### config.mk
export PLATFORM = sky130hd
export DESIGN_NAME = msmf_count
export DESIGN_NICKNAME = d
export VERILOG_FILES = /design/src/sv/msmf_pkg.sv /design/src/sv/msmf_count.sv
export SDC_FILE = /design/constraint.sdc
export NUM_CORES = 1
export LEC_CHECK = 0
export BUFFER_PORTS_ARGS = -buffer_cell sky130_fd_sc_hd__buf_2
export CORE_ASPECT_RATIO = 1.5
export CORE_MARGIN = 4
export CORE_UTILIZATION = 35
export DETAILED_ROUTE_END_ITERATION = 16
export PLACE_DENSITY_LB_ADDON = 0.25
export RECOVER_POWER = 100
export SLEW_MARGIN = 20
export SYNTH_ARGS = -nofsm -noshare
export SYNTH_HDL_FRONTEND = slang
export SYNTH_SLANG_ARGS = --single-unit
export TNS_END_PERCENT = 50
### constraint.sdc
create_clock -name clk_i -period 7.6 [get_ports clk_i]
set_input_delay 1.52 -clock clk_i [delete_from_list [all_inputs] [get_ports clk_i]]
set_output_delay 1.52 -clock clk_i [all_outputs]
set_load 0.05 [all_outputs]
### src/sv/msmf_pkg.sv
`timescale 1ns / 1ps
`default_nettype none

package msmf_pkg;

  // Fixed field widths of the request and result channels.
  localparam int WORD_W = 64;
  localparam int NODE_W = 10;
  localparam int SLOT_W = 3;
  localparam int NID_W  = 10;
  localparam int DEGIN_W = 4;
  localparam int RND_W  = 5;
  localparam int OP_W   = 3;

  // Wide enough for the random value plus the largest degree, and for twice a count.
  localparam int THR_W = 7;

  typedef enum logic [OP_W-1:0] {
    OP_WR_SPIN = 3'd0,
    OP_WR_SLOT = 3'd1,
    OP_WR_DEG  = 3'd2,
    OP_FLIP    = 3'd3,
    OP_RD_SPIN = 3'd4
  } op_e;

  typedef struct packed {
    logic clr;
    logic acc;
  } cnt_ctrl_t;

endpackage

`default_nettype wire

### src/sv/msmf_count.sv
`timescale 1ns / 1ps
`default_nettype none

module msmf_count
  import msmf_pkg::*;
#(
  parameter int REPLICAS   = 64,
  parameter int MAX_DEGREE = 8
) (
  input  wire logic                               clk_i,
  input  wire cnt_ctrl_t                          ctrl_i,
  input  wire logic [REPLICAS-1:0]                x_i,
  input  wire logic [RND_W-1:0]                   rnd_i,
  input  wire logic [$clog2(MAX_DEGREE+1)-1:0]    deg_i,
  output logic      [REPLICAS-1:0]                mask_o
);

  localparam int CW = $clog2(MAX_DEGREE + 1);

  logic [CW-1:0]    cnt_q [REPLICAS];
  logic [THR_W-1:0] limit;

  // One unsatisfied-bond counter per replica.
  always_ff @(posedge clk_i) begin
    for (int r = 0; r < REPLICAS; r++) begin
      if (ctrl_i.clr) begin
        cnt_q[r] <= '0;
      end else if (ctrl_i.acc) begin
        cnt_q[r] <= cnt_q[r] + CW'(x_i[r]);
      end
    end
  end

  assign limit = THR_W'(rnd_i) + THR_W'(deg_i);

  always_comb begin
    for (int r = 0; r < REPLICAS; r++) begin
      mask_o[r] = (THR_W'(cnt_q[r]) << 1) <= limit;
    end
  end

endmodule

`default_nettype wire

==> results of run 1 <==
[layout make-up]
cell class	instances	area [um2]	area share
Tap cell	682	853	0.0409
Clock inverter	13	133	0.00636
Antenna cell	2	5.00	0.000240
Clock buffer	35	706	0.0338
Multi-Input combinational cell	1236	10600	0.509
Inverter	2	8.76	0.000420
Sequential cell	256	7690	0.369
Timing Repair Buffer	156	848	0.0407
[layer usage]
| layer | up-vias | global-route usage | wire [um] | share of wire |
|---|---|---|---|---|
| met4 | 2 | 0.0452 | 1120 | 0.024 |
| li1 | 6275 | - | - | - |
| met1 | 6391 | 0.211 | 21100 | 0.44 |
| met3 | 71 | 0.0231 | 2080 | 0.044 |
| met2 | 248 | 0.291 | 23500 | 0.49 |
| met5 | - | 0 | 8 | 0.00017 |
[per-stage QoR]
step                power, mW  area (um2)  cells
global placement         2.99       20100   2332
global route             4.56       20900   2380
CTS                      4.37       21000   2380
finish                   4.30       20900   2382
detailed placement       3.03       20100   2332
floorplan                2.65       18600   1577
[power groups by stage]
stage               logic, mW  clock network, mW  registers [mW]
finish                   1.23               1.32            1.75
global route             1.38               1.41            1.77
CTS                      1.26               1.36            1.75
detailed placement       1.25                  0            1.78
global placement         1.21                  0            1.78
floorplan               0.886                  0            1.76
[cell usage after synthesis (2+ instances only)]
cell type                  number  area share
sky130_fd_sc_hd__ha_1         324        0.22
sky130_fd_sc_hd__edfxtp_1     256        0.41
sky130_fd_sc_hd__nor2_1       129       0.026
sky130_fd_sc_hd__and2_1       128       0.043
sky130_fd_sc_hd__xnor2_1       66       0.031
sky130_fd_sc_hd__a21o_1        65       0.026
sky130_fd_sc_hd__a21oi_1       65       0.017
sky130_fd_sc_hd__a21boi_0      64       0.026
sky130_fd_sc_hd__a22oi_1       64       0.026
sky130_fd_sc_hd__and4b_1       64       0.034
sky130_fd_sc_hd__nand3_1       64       0.017
sky130_fd_sc_hd__o211ai_1      64       0.026
sky130_fd_sc_hd__xor2_1        64       0.030
sky130_fd_sc_hd__clkbuf_1      60       0.012
sky130_fd_sc_hd__a211oi_2      56       0.038
sky130_fd_sc_hd__buf_2         15      0.0040
sky130_fd_sc_hd__a211oi_1       8      0.0032
sky130_fd_sc_hd__buf_6          7      0.0042
sky130_fd_sc_hd__inv_1          2     0.00040
sky130_fd_sc_hd__o21ai_0        2     0.00054
[worst min-delay path: stages, from the launching register on]
cell and delay (ns):
sky130_fd_sc_hd__edfxtp_1 0.35, sky130_fd_sc_hd__xor2_1 0.07, sky130_fd_sc_hd__nor2_1 0.07
[cells in the final DEF (no fill, tap or decap), types with 2 or more instances in the layout]
| cell | n |
|---|---|
| sky130_fd_sc_hd__clkinv_1 | 6 |
| sky130_fd_sc_hd__xnor2_1 | 64 |
| sky130_fd_sc_hd__a211oi_2 | 56 |
| sky130_fd_sc_hd__a21boi_0 | 64 |
| sky130_fd_sc_hd__o211ai_1 | 64 |
| sky130_fd_sc_hd__and2_0 | 73 |
| sky130_fd_sc_hd__ha_1 | 323 |
| sky130_fd_sc_hd__xnor2_4 | 2 |
| sky130_fd_sc_hd__a22oi_1 | 64 |
| sky130_fd_sc_hd__o21ai_4 | 2 |
| sky130_fd_sc_hd__nand3_1 | 64 |
| sky130_fd_sc_hd__a21oi_1 | 65 |
| sky130_fd_sc_hd__edfxtp_1 | 256 |
| sky130_fd_sc_hd__clkinv_2 | 5 |
| sky130_fd_sc_hd__and2_1 | 55 |
| sky130_fd_sc_hd__xor2_1 | 64 |
| sky130_fd_sc_hd__clkbuf_16 | 27 |
| sky130_fd_sc_hd__a21o_1 | 65 |
| sky130_fd_sc_hd__nor2_1 | 129 |
| sky130_fd_sc_hd__bufinv_16 | 3 |
| sky130_fd_sc_hd__buf_12 | 9 |
| sky130_fd_sc_hd__diode_2 | 2 |
| sky130_fd_sc_hd__buf_2 | 77 |
| sky130_fd_sc_hd__clkbuf_1 | 72 |
| sky130_fd_sc_hd__and4b_1 | 64 |
| sky130_fd_sc_hd__a211oi_1 | 8 |
| sky130_fd_sc_hd__buf_4 | 5 |
[how the worst max path moves through the flow]
stage | startpoint | to | cells after the start
6_report | rnd_i[0] | mask_o[21] | 11
5_1_grt | rnd_i[0] | mask_o[45] | 11
4_1_cts | rnd_i[0] | mask_o[9] | 11
3_5_place_dp | rnd_i[0] | mask_o[32] | 11
3_3_place_gp | rnd_i[0] | mask_o[55] | 11
2_1_floorplan | rnd_i[0] | mask_o[11] | 8
[cell families after synthesis]
| family | count (synthesis) |
|---|---|
| xor+xnor | 130 |
| flops | 256 |
| simple gates | 391 |
| fa+ha+maj | 325 |
| compound gates | 390 |
| buf+inv | 85 |
==> impl_metrics.prom, run 1 <==
# TYPE chip_impl_metric gauge
chip_impl_info{name="status",value="finished, violations left"} 1
chip_impl_info{name="failed_checks",value="max-capacitance violations, max-slew violations"} 1
chip_impl_metric{name="tightestPinTransition",unit="ns"} 4.75
chip_impl_info{name="synth_top_flop_cell",value="sky130_fd_sc_hd__edfxtp_1"} 1
chip_impl_info{name="worst_hold_startpoint",value="cnt_q[1][51]"} 1
chip_impl_metric{name="via_count",unit=""} 13000
chip_impl_info{name="min_path_type",value="reg -> reg"} 1
chip_impl_metric{name="syn-instance-count",unit=""} 1577
chip_impl_info{name="worst_r2r_startpoint",value="cnt_q[1][56]"} 1
chip_impl_metric{name="post_synth_mux_area_share",unit=""} 0
chip_impl_metric{name="synthSimpleGateAreaFrac",unit=""} 0.123
chip_impl_metric{name="ys_warn_count",unit=""} 0
chip_impl_metric{name="buffers_inverters_on_critical_path",unit=""} 4
chip_impl_metric{name="timing.reg2reg.setup_slack",unit="ns"} 6.20
chip_impl_metric{name="fmax",unit="MHz"} 157
chip_impl_metric{name="core_area",unit="mm2"} 0.0527
chip_impl_metric{name="fp.dieH",unit="um"} 290
chip_impl_metric{name="post_synth_fa_ha_maj_area_fraction",unit=""} 0.219
chip_impl_metric{name="hold_path_depth",unit=""} 2
chip_impl_metric{name="floorplan.die.width",unit="um"} 196
chip_impl_metric{name="critical_path_required",unit="ns"} 6.08
chip_impl_metric{name="setup_tns",unit="ns"} 0
chip_impl_metric{name="grt_use_total",unit=""} 0.165
chip_impl_metric{name="postRouteAntennaNets",unit=""} 0
chip_impl_info{name="cts.root.buffer_cell",value="sky130_fd_sc_hd__clkbuf_16"} 1
chip_impl_metric{name="setup_viol",unit=""} 0
chip_impl_metric{name="data_arrival_time_at_the_worst_slack_endpoint",unit="ns"} 4.85
chip_impl_info{name="cts_tree",value="built"} 1
chip_impl_metric{name="sw_frac_of_total",unit=""} 0.338
chip_impl_metric{name="drcViolationCount",unit=""} 0
chip_impl_metric{name="finalWeightedCongestion",unit=""} 0.772
chip_impl_metric{name="cts_post_setup_buffers_inserted",unit=""} 0
chip_impl_info{name="cp_cell_sequence",value="buf_2 > ha_2 > fa_1 > clkinv_2 > buf_12 > ha_1 > a21o_1 > a21oi_1 > o211ai_1 > a22oi_1 > clkbuf_1"} 1
chip_impl_metric{name="fill_cells",unit=""} 5069
chip_impl_metric{name="hold_viol",unit=""} 0
chip_impl_metric{name="power_frac_clock",unit=""} 0.307
chip_impl_metric{name="cts_made_buffers",unit=""} 27
chip_impl_metric{name="pre_cts_slack",unit="ns"} 1.39
chip_impl_info{name="holdPathEnd",value="cnt_q[1][51]"} 1
chip_impl_metric{name="routed_wirelength",unit="mm"} 47.7
chip_impl_metric{name="area_share_of_xor_xnor_cells_in_the_synthesized_design",unit=""} 0.0612
chip_impl_info{name="worstReg2RegEnd",value="cnt_q[1][58]"} 1
chip_impl_info{name="worstSetupStartpointType",value="input port"} 1
chip_impl_metric{name="wire_length_of_the_first_global_routing_pass",unit="mm"} 75.8
chip_impl_metric{name="dr.first_iter.drc_count",unit=""} 634
chip_impl_metric{name="nNetsFinal",unit=""} 2080
chip_impl_metric{name="total_switching_power",unit="mW"} 1.45
chip_impl_metric{name="io_pins",unit=""} 140
chip_impl_metric{name="htree_num_levels",unit=""} 1
chip_impl_info{name="critPathKind",value="in -> out"} 1
chip_impl_metric{name="finalHoldWorstSlack",unit="ns"} 0.607
chip_impl_metric{name="ys_seq_area_frac",unit=""} 0.413
chip_impl_metric{name="maxSlewViolCount",unit=""} 322
chip_impl_metric{name="hold_buffers",unit=""} 0
chip_impl_metric{name="initial_utilization",unit=""} 0.353
chip_impl_metric{name="largest_register_ffs",unit=""} 256
chip_impl_metric{name="critPathMaxStageDelay",unit="ns"} 0.51
chip_impl_metric{name="max-slew-margin-rel",unit=""} -2.17
chip_impl_metric{name="clock_pin_slew_worst_setup_and_hold_paths",unit="ns"} 0.06
chip_impl_info{name="grt_setup_unrepaired",value="no"} 1
chip_impl_metric{name="clkLatencyLatePin",unit="ns"} 0.54
chip_impl_metric{name="internal-power",unit="mW"} 2.85
chip_impl_metric{name="synthesis.area",unit="mm2"} 0.0186
chip_impl_metric{name="syn_avg_cell_area",unit="um2"} 11.8
chip_impl_metric{name="post_drt_wl_per_cell",unit="um"} 20.0
chip_impl_metric{name="path_max_fanout",unit=""} 40
chip_impl_metric{name="drt_first_pass_iters",unit=""} 4
chip_impl_info{name="max_flop_register",value="cnt_q"} 1
chip_impl_metric{name="setup_slack",unit="ns"} 1.23
chip_impl_info{name="largest_family_of_logic_cells_by_synthesized_area",value="adder cells"} 1
chip_impl_metric{name="first_global_vias",unit=""} 13600
chip_impl_metric{name="antenna_violations_before_repair",unit=""} 5
chip_impl_metric{name="placementRows",unit=""} 103
chip_impl_metric{name="share_of_post_route_cells_with_drive_strength_above_1",unit=""} 0.113
chip_impl_metric{name="p_comb_frac",unit=""} 0.286
chip_impl_metric{name="dieArea",unit="mm2"} 0.0570
chip_impl_metric{name="p_leak",unit="nW"} 8.90
chip_impl_metric{name="final_core_utilization",unit=""} 0.396
chip_impl_metric{name="place.detailed.hpwl",unit="mm"} 28.5
chip_impl_metric{name="ctsResizeCount",unit=""} 0
chip_impl_metric{name="finClkSkew",unit="ns"} 0.00480
chip_impl_info{name="slowest_stage",value="sky130_fd_sc_hd__fa_1"} 1
chip_impl_metric{name="synth_seq_cells",unit=""} 256
chip_impl_info{name="timing.critical_path.max_delay_family",value="buffers and inverters"} 1
chip_impl_metric{name="power_density",unit="mW/mm2"} 206
chip_impl_metric{name="place.port_buffers",unit=""} 139
chip_impl_metric{name="cap_violations",unit=""} 5
chip_impl_metric{name="grt_start_max_net_pins",unit=""} 115
chip_impl_metric{name="min_period",unit="ns"} 6.37
chip_impl_metric{name="routed_via_density",unit=""} 5.45
chip_impl_metric{name="synth-edff-count",unit=""} 256
chip_impl_metric{name="final_worst_path_cycle_share",unit=""} 0.838
chip_impl_metric{name="cts-root-to-sink-buffers",unit=""} 3
chip_impl_metric{name="power_frac_seq",unit=""} 0.408
chip_impl_metric{name="maximum_vdd_drop",unit="uV"} 151
chip_impl_metric{name="worst-r2r-cell-count",unit=""} 4
chip_impl_metric{name="clkSinkCount",unit=""} 256
chip_impl_metric{name="synthArstFlopShare",unit=""} 0
chip_impl_metric{name="mappedNetlistNets",unit=""} 1978
chip_impl_metric{name="synth-compound-area-share",unit=""} 0.163
chip_impl_info{name="critical_path_end_type",value="output pin"} 1
chip_impl_metric{name="area_growth",unit="%"} 12.1
chip_impl_metric{name="grt-ovfl-total",unit=""} 0
chip_impl_info{name="biggest_regs",value="cnt_q (256)"} 1
chip_impl_metric{name="yosysUniqueCellTypes",unit=""} 30
Power figures use the tool's default switching activity.
==> inputs of run 2 (changes only) <==
==> constraint.sdc (replaced) <==
create_clock -name clk_i -period 5.5 [get_ports clk_i]
set_input_delay 1.1 -clock clk_i [delete_from_list [all_inputs] [get_ports clk_i]]
set_output_delay 1.1 -clock clk_i [all_outputs]
set_load 0.05 [all_outputs]
==> impl_metrics.prom, run 2 (same netlist as run 1, synthesis figures left out) <==
# TYPE chip_impl_metric gauge
chip_impl_metric{name="clkSinkCount",unit=""} 256
chip_impl_metric{name="placementRows",unit=""} 103
chip_impl_metric{name="io_pins",unit=""} 140
chip_impl_metric{name="cap_violations",unit=""} 5
chip_impl_metric{name="path_max_fanout",unit=""} 28
chip_impl_metric{name="critical_path_required",unit="ns"} 4.40
chip_impl_metric{name="area_growth",unit="%"} 14.5
chip_impl_metric{name="place.detailed.hpwl",unit="mm"} 29.4
chip_impl_metric{name="routed_via_density",unit=""} 5.45
chip_impl_metric{name="dieArea",unit="mm2"} 0.0570
chip_impl_metric{name="finalWeightedCongestion",unit=""} 0.748
chip_impl_metric{name="hold_viol",unit=""} 0
chip_impl_metric{name="finalHoldWorstSlack",unit="ns"} 0.606
chip_impl_metric{name="dr.first_iter.drc_count",unit=""} 694
chip_impl_metric{name="first_global_vias",unit=""} 13800
chip_impl_metric{name="clock_pin_slew_worst_setup_and_hold_paths",unit="ns"} 0.06
chip_impl_metric{name="fill_cells",unit=""} 4996
chip_impl_metric{name="clkLatencyLatePin",unit="ns"} 0.56
chip_impl_metric{name="grt_start_max_net_pins",unit=""} 75
chip_impl_metric{name="data_arrival_time_at_the_worst_slack_endpoint",unit="ns"} 4.19
chip_impl_metric{name="p_leak",unit="nW"} 9.18
chip_impl_metric{name="setup_slack",unit="ns"} 0.212
chip_impl_info{name="max_flop_register",value="cnt_q"} 1
chip_impl_metric{name="drt_first_pass_iters",unit=""} 5
chip_impl_metric{name="largest_register_ffs",unit=""} 256
chip_impl_info{name="min_path_type",value="reg -> reg"} 1
chip_impl_metric{name="via_count",unit=""} 13100
chip_impl_metric{name="tightestPinTransition",unit="ns"} 4.33
chip_impl_metric{name="placedCellCount",unit=""} 2343
chip_impl_metric{name="post_drt_wl_per_cell",unit="um"} 20.0
chip_impl_metric{name="share_of_post_route_cells_with_drive_strength_above_1",unit=""} 0.177
chip_impl_info{name="biggest_regs",value="cnt_q (256)"} 1
chip_impl_metric{name="cts-root-to-sink-buffers",unit=""} 3
chip_impl_info{name="cts.root.buffer_cell",value="sky130_fd_sc_hd__clkbuf_16"} 1
chip_impl_metric{name="wire_length_of_the_first_global_routing_pass",unit="mm"} 76.1
chip_impl_metric{name="floorplan.die.width",unit="um"} 196
chip_impl_metric{name="final_worst_path_cycle_share",unit=""} 0.962
chip_impl_info{name="critPathKind",value="in -> out"} 1
chip_impl_metric{name="final-instance-count-excl-fill",unit=""} 2396
chip_impl_info{name="cts_tree",value="built"} 1
chip_impl_info{name="most_common_cell_after_layout_fill_and_taps_aside",value="sky130_fd_sc_hd__ha_1"} 1
chip_impl_metric{name="final_core_utilization",unit=""} 0.404
chip_impl_metric{name="postPlaceCellArea",unit="mm2"} 0.0205
chip_impl_metric{name="grt-ovfl-total",unit=""} 0
chip_impl_metric{name="ctsResizeCount",unit=""} 0
chip_impl_metric{name="maxSlewViolCount",unit=""} 252
chip_impl_info{name="grt_setup_unrepaired",value="no"} 1
chip_impl_metric{name="pre_cts_slack",unit="ns"} 0.263
chip_impl_metric{name="finalPower",unit="mW"} 6.12
chip_impl_metric{name="core_area",unit="mm2"} 0.0527
chip_impl_metric{name="setup_tns",unit="ns"} 0
chip_impl_metric{name="grt_use_total",unit=""} 0.164
chip_impl_metric{name="setup_viol",unit=""} 0
chip_impl_metric{name="finClkSkew",unit="ns"} 0.0130
chip_impl_metric{name="maximum_vdd_drop",unit="uV"} 209
chip_impl_info{name="most-common-layout-cells",value="323 x sky130_fd_sc_hd__ha_1, 256 x sky130_fd_sc_hd__edfxtp_1, 129 x sky130_fd_sc_hd__nor2_1"} 1
chip_impl_metric{name="cts_post_setup_buffers_inserted",unit=""} 0
chip_impl_metric{name="max-slew-margin-rel",unit=""} -1.89
chip_impl_metric{name="nNetsFinal",unit=""} 2092
chip_impl_metric{name="antenna_violations_before_repair",unit=""} 1
chip_impl_metric{name="final_area",unit="mm2"} 0.0213
chip_impl_metric{name="min_period",unit="ns"} 5.29
chip_impl_info{name="status",value="finished, violations left"} 1
chip_impl_metric{name="fmax",unit="MHz"} 189
chip_impl_info{name="critical_path_end_type",value="output pin"} 1
chip_impl_metric{name="fp.dieH",unit="um"} 290
chip_impl_metric{name="routed_wirelength",unit="mm"} 47.8
chip_impl_metric{name="htree_num_levels",unit=""} 1
chip_impl_metric{name="power_density",unit="mW/mm2"} 287
chip_impl_metric{name="initial_utilization",unit=""} 0.353
chip_impl_info{name="failed_checks",value="max-capacitance violations, max-slew violations"} 1
chip_impl_metric{name="hold_buffers",unit=""} 0
chip_impl_info{name="worstSetupStartpointType",value="input port"} 1
chip_impl_metric{name="cts_made_buffers",unit=""} 28
chip_impl_metric{name="postRouteAntennaNets",unit=""} 0
chip_impl_metric{name="drcViolationCount",unit=""} 0
chip_impl_metric{name="place.port_buffers",unit=""} 139
run 2: critical path, stage by stage:
cell and delay (ns):
sky130_fd_sc_hd__buf_2 0.12, sky130_fd_sc_hd__ha_1 0.28, sky130_fd_sc_hd__a21oi_1 0.29, sky130_fd_sc_hd__o21bai_1 0.20
sky130_fd_sc_hd__xnor2_4 0.54, sky130_fd_sc_hd__buf_12 0.30, sky130_fd_sc_hd__ha_1 0.28, sky130_fd_sc_hd__a21oi_1 0.18
sky130_fd_sc_hd__o211ai_1 0.12, sky130_fd_sc_hd__a22oi_1 0.25, sky130_fd_sc_hd__dlymetal6s2s_1 0.49
run 2: cell type report:
class / instances / area, um2 / share of cell area
antenna: 1 / 2.50 / 0.000117
clock buffer: 29 / 726 / 0.0340
clock inverter: 23 / 194 / 0.00910
inverter: 2 / 7.51 / 0.000352
multi-input combinational: 1236 / 10800 / 0.505
sequential: 256 / 7690 / 0.361
tap: 682 / 853 / 0.0400
timing repair buffer: 167 / 1080 / 0.0509
run 2: layer usage:
metal	part of all wire	up-vias	wire [um]	track usage
met4	0.029	0	1400	0.0520
met1	0.46	6488	21900	0.214
met2	0.49	197	23200	0.285
li1	-	6305	-	-
met5	0	-	0	0
met3	0.028	77	1350	0.0175
run 2: power by group:
part / internal, mW / switching, mW
Clock: 1.06 / 0.859
Combinational: 0.642 / 1.13
Sequential: 2.31 / 0.111
Total: 4.01 / 2.10
run 2: final timing paths:
| check | startpoint | to | slack, ns | cells after the start |
|---|---|---|---|---|
| max | rnd_i[1] | mask_o[33] | 0.21 | 11 |
| min | cnt_q[0][19] | cnt_q[0][19] | 0.61 | 2 |
| max reg2reg | cnt_q[1][8] | cnt_q[1][10] | 4.07 | 4 |
| min reg2reg | cnt_q[0][19] | cnt_q[0][19] | 0.61 | 2 |
==> inputs of run 3 (changes only) <==
--- a/config.mk
+++ b/config.mk
@@ -6,7 +6,6 @@
 export NUM_CORES = 1
 export LEC_CHECK = 0
 export BUFFER_PORTS_ARGS = -buffer_cell sky130_fd_sc_hd__buf_2
-export CORE_ASPECT_RATIO = 1.5
 export CORE_MARGIN = 4
 export CORE_UTILIZATION = 35
 export DETAILED_ROUTE_END_ITERATION = 16
==> impl_metrics.prom, run 3 (same netlist as run 1, synthesis figures left out) <==
# TYPE chip_impl_metric gauge
chip_impl_metric{name="routed_wirelength",unit="mm"} 48.1
chip_impl_info{name="most_common_cell_after_layout_fill_and_taps_aside",value="sky130_fd_sc_hd__ha_1"} 1
chip_impl_metric{name="core_area",unit="mm2"} 0.0527
chip_impl_metric{name="via_count",unit=""} 13100
chip_impl_metric{name="setup_tns",unit="ns"} 0
chip_impl_info{name="max_flop_register",value="cnt_q"} 1
chip_impl_metric{name="routed_via_density",unit=""} 5.44
chip_impl_info{name="failed_checks",value="max-capacitance violations, max-slew violations"} 1
chip_impl_metric{name="grt_start_max_net_pins",unit=""} 140
chip_impl_metric{name="fmax",unit="MHz"} 193
chip_impl_metric{name="power_density",unit="mW/mm2"} 290
chip_impl_metric{name="finalWeightedCongestion",unit=""} 0.740
chip_impl_metric{name="clock_pin_slew_worst_setup_and_hold_paths",unit="ns"} 0.06
chip_impl_metric{name="final_area",unit="mm2"} 0.0212
chip_impl_metric{name="finClkSkew",unit="ns"} 0.00658
chip_impl_metric{name="postPlaceCellArea",unit="mm2"} 0.0204
chip_impl_metric{name="htree_num_levels",unit=""} 1
chip_impl_metric{name="dr.first_iter.drc_count",unit=""} 644
chip_impl_metric{name="tightestPinTransition",unit="ns"} 3.85
chip_impl_metric{name="dieArea",unit="mm2"} 0.0569
chip_impl_metric{name="first_global_vias",unit=""} 13600
chip_impl_info{name="worstSetupStartpointType",value="input port"} 1
chip_impl_metric{name="clkLatencyLatePin",unit="ns"} 0.57
chip_impl_metric{name="area_growth",unit="%"} 13.7
chip_impl_metric{name="grt_util_met2",unit=""} 0.274
chip_impl_metric{name="cts_post_setup_buffers_inserted",unit=""} 0
chip_impl_metric{name="cap_violations",unit=""} 5
chip_impl_metric{name="fill_cells",unit=""} 5062
chip_impl_metric{name="setup_viol",unit=""} 0
chip_impl_info{name="cp-startpoint",value="rnd_i[0]"} 1
chip_impl_metric{name="cts-root-to-sink-buffers",unit=""} 3
chip_impl_info{name="cts_tree",value="built"} 1
chip_impl_metric{name="placementRows",unit=""} 84
chip_impl_info{name="setup.worst_path.end",value="mask_o[60]"} 1
chip_impl_metric{name="floorplan.die.width",unit="um"} 239
chip_impl_info{name="critical_path_end_type",value="output pin"} 1
chip_impl_info{name="cts.root.buffer_cell",value="sky130_fd_sc_hd__clkbuf_16"} 1
chip_impl_info{name="most-common-layout-cells",value="323 x sky130_fd_sc_hd__ha_1, 256 x sky130_fd_sc_hd__edfxtp_1, 129 x sky130_fd_sc_hd__nor2_1"} 1
chip_impl_metric{name="place.port_buffers",unit=""} 139
chip_impl_metric{name="postRouteAntennaNets",unit=""} 0
chip_impl_info{name="status",value="finished, violations left"} 1
chip_impl_info{name="biggest_regs",value="cnt_q (256)"} 1
chip_impl_info{name="worst_r2r_startpoint",value="cnt_q[1][96]"} 1
chip_impl_metric{name="timing.reg2reg.setup_slack",unit="ns"} 4.14
chip_impl_info{name="min_path_type",value="reg -> reg"} 1
chip_impl_metric{name="critical_path_required",unit="ns"} 4.40
chip_impl_metric{name="grt_use_total",unit=""} 0.167
chip_impl_metric{name="antenna_violations_before_repair",unit=""} 0
chip_impl_metric{name="min_period",unit="ns"} 5.17
chip_impl_metric{name="maximum_vdd_drop",unit="uV"} 219
chip_impl_metric{name="grt-ovfl-total",unit=""} 0
chip_impl_info{name="global_route.peak_usage_layer",value="met2"} 1
chip_impl_metric{name="post_drt_wl_per_cell",unit="um"} 20.1
chip_impl_metric{name="cts_made_buffers",unit=""} 31
chip_impl_metric{name="clkSinkCount",unit=""} 256
chip_impl_metric{name="final_worst_path_cycle_share",unit=""} 0.941
chip_impl_metric{name="p_leak",unit="nW"} 9.03
chip_impl_metric{name="place.detailed.hpwl",unit="mm"} 28.4
chip_impl_metric{name="drt_first_pass_iters",unit=""} 5
chip_impl_metric{name="nNetsFinal",unit=""} 2089
chip_impl_metric{name="finalHoldWorstSlack",unit="ns"} 0.609
chip_impl_info{name="critPathKind",value="in -> out"} 1
chip_impl_metric{name="hold_buffers",unit=""} 0
chip_impl_metric{name="share_of_post_route_cells_with_drive_strength_above_1",unit=""} 0.144
chip_impl_metric{name="fp.dieH",unit="um"} 239
chip_impl_metric{name="wire_length_of_the_first_global_routing_pass",unit="mm"} 76.5
chip_impl_metric{name="hold_viol",unit=""} 0
chip_impl_metric{name="insertedDiodeCount",unit=""} 0
chip_impl_metric{name="maxSlewViolCount",unit=""} 430
chip_impl_metric{name="drcViolationCount",unit=""} 0
chip_impl_metric{name="data_arrival_time_at_the_worst_slack_endpoint",unit="ns"} 4.07
chip_impl_metric{name="global_route.usage.met3",unit=""} 0.0220
chip_impl_metric{name="initial_utilization",unit=""} 0.354
chip_impl_metric{name="largest_register_ffs",unit=""} 256
chip_impl_metric{name="max-slew-margin-rel",unit=""} -1.57
chip_impl_metric{name="path_max_fanout",unit=""} 44
chip_impl_metric{name="ctsResizeCount",unit=""} 0
chip_impl_metric{name="io_pins",unit=""} 140
chip_impl_metric{name="worst-r2r-cell-count",unit=""} 4
chip_impl_metric{name="global_route_met1_usage",unit=""} 0.233
chip_impl_info{name="grt_setup_unrepaired",value="no"} 1
chip_impl_info{name="worstReg2RegEnd",value="cnt_q[1][98]"} 1
chip_impl_metric{name="final_core_utilization",unit=""} 0.402
==> run 3: cell count changes in the layout (fill, tap and decap cells not counted), moves of 5 or more <==
cell                         before  now
sky130_fd_sc_hd__buf_2           79   84
sky130_fd_sc_hd__buf_12          15   10
sky130_fd_sc_hd__clkbuf_2        58    9
sky130_fd_sc_hd__and2_1          59   76
sky130_fd_sc_hd__clkinvlp_4       5    0
sky130_fd_sc_hd__clkinv_4         5    0
sky130_fd_sc_hd__clkbuf_1         5   60
sky130_fd_sc_hd__and2_0          69   52
==> run 3: worst min path at each step <==
stage                       start       endpoint  slack [ns]  cells after the start
floorplan           cnt_q[0][103]  cnt_q[0][103]        0.57                      2
global placement    cnt_q[0][127]  cnt_q[0][127]        0.59                      2
detailed placement   cnt_q[0][83]   cnt_q[0][83]        0.59                      2
CTS                  cnt_q[0][83]   cnt_q[0][83]        0.61                      2
global route         cnt_q[0][59]   cnt_q[0][59]        0.64                      2
finish               cnt_q[1][59]   cnt_q[1][59]        0.61                      2
==> run 3: layout make-up <==
type / count / area [um2] / area share
Timing Repair Buffer: 161 / 906 / 0.0428
Clock inverter: 16 / 123 / 0.00579
Clock buffer: 39 / 806 / 0.0381
Inverter: 2 / 7.51 / 0.000355
Tap cell: 688 / 861 / 0.0407
Multi-Input combinational cell: 1236 / 10800 / 0.509
Sequential cell: 256 / 7690 / 0.363
==> run 3: power breakdown <==
group | switching, mW | leakage (nW) | internal (mW)
sequential | 0.112 | 2.84 | 2.32
combinational | 1.14 | 5.73 | 0.616
clock | 0.835 | 0.460 | 1.12
==> run 3: layer usage <==
layer,vias up,share of wire
met4,0,0.024
met2,231,0.45
met5,-,0
li1,6292,-
met3,70,0.039
met1,6463,0.48
==> run 3: per-stage QoR <==
step	total power [mW]	setup WS, ns	std cells
floorplan	3.70	-0.0617	1577
global placement	4.19	0.506	2343
detailed placement	4.24	0.526	2343
CTS	6.24	0.494	2398
global route	6.51	0.151	2398
finish	6.14	0.326	2398
==> run 3: worst max-delay path, cell delays in order <==
cell	delay, ns
sky130_fd_sc_hd__buf_2	0.11
sky130_fd_sc_hd__ha_4	0.16
sky130_fd_sc_hd__fa_1	0.46
sky130_fd_sc_hd__xnor2_4	0.22
sky130_fd_sc_hd__buf_12	0.33
sky130_fd_sc_hd__ha_1	0.31
sky130_fd_sc_hd__a21o_1	0.16
sky130_fd_sc_hd__a21oi_1	0.21
sky130_fd_sc_hd__o211ai_1	0.13
sky130_fd_sc_hd__a22oi_1	0.34
sky130_fd_sc_hd__clkbuf_1	0.52
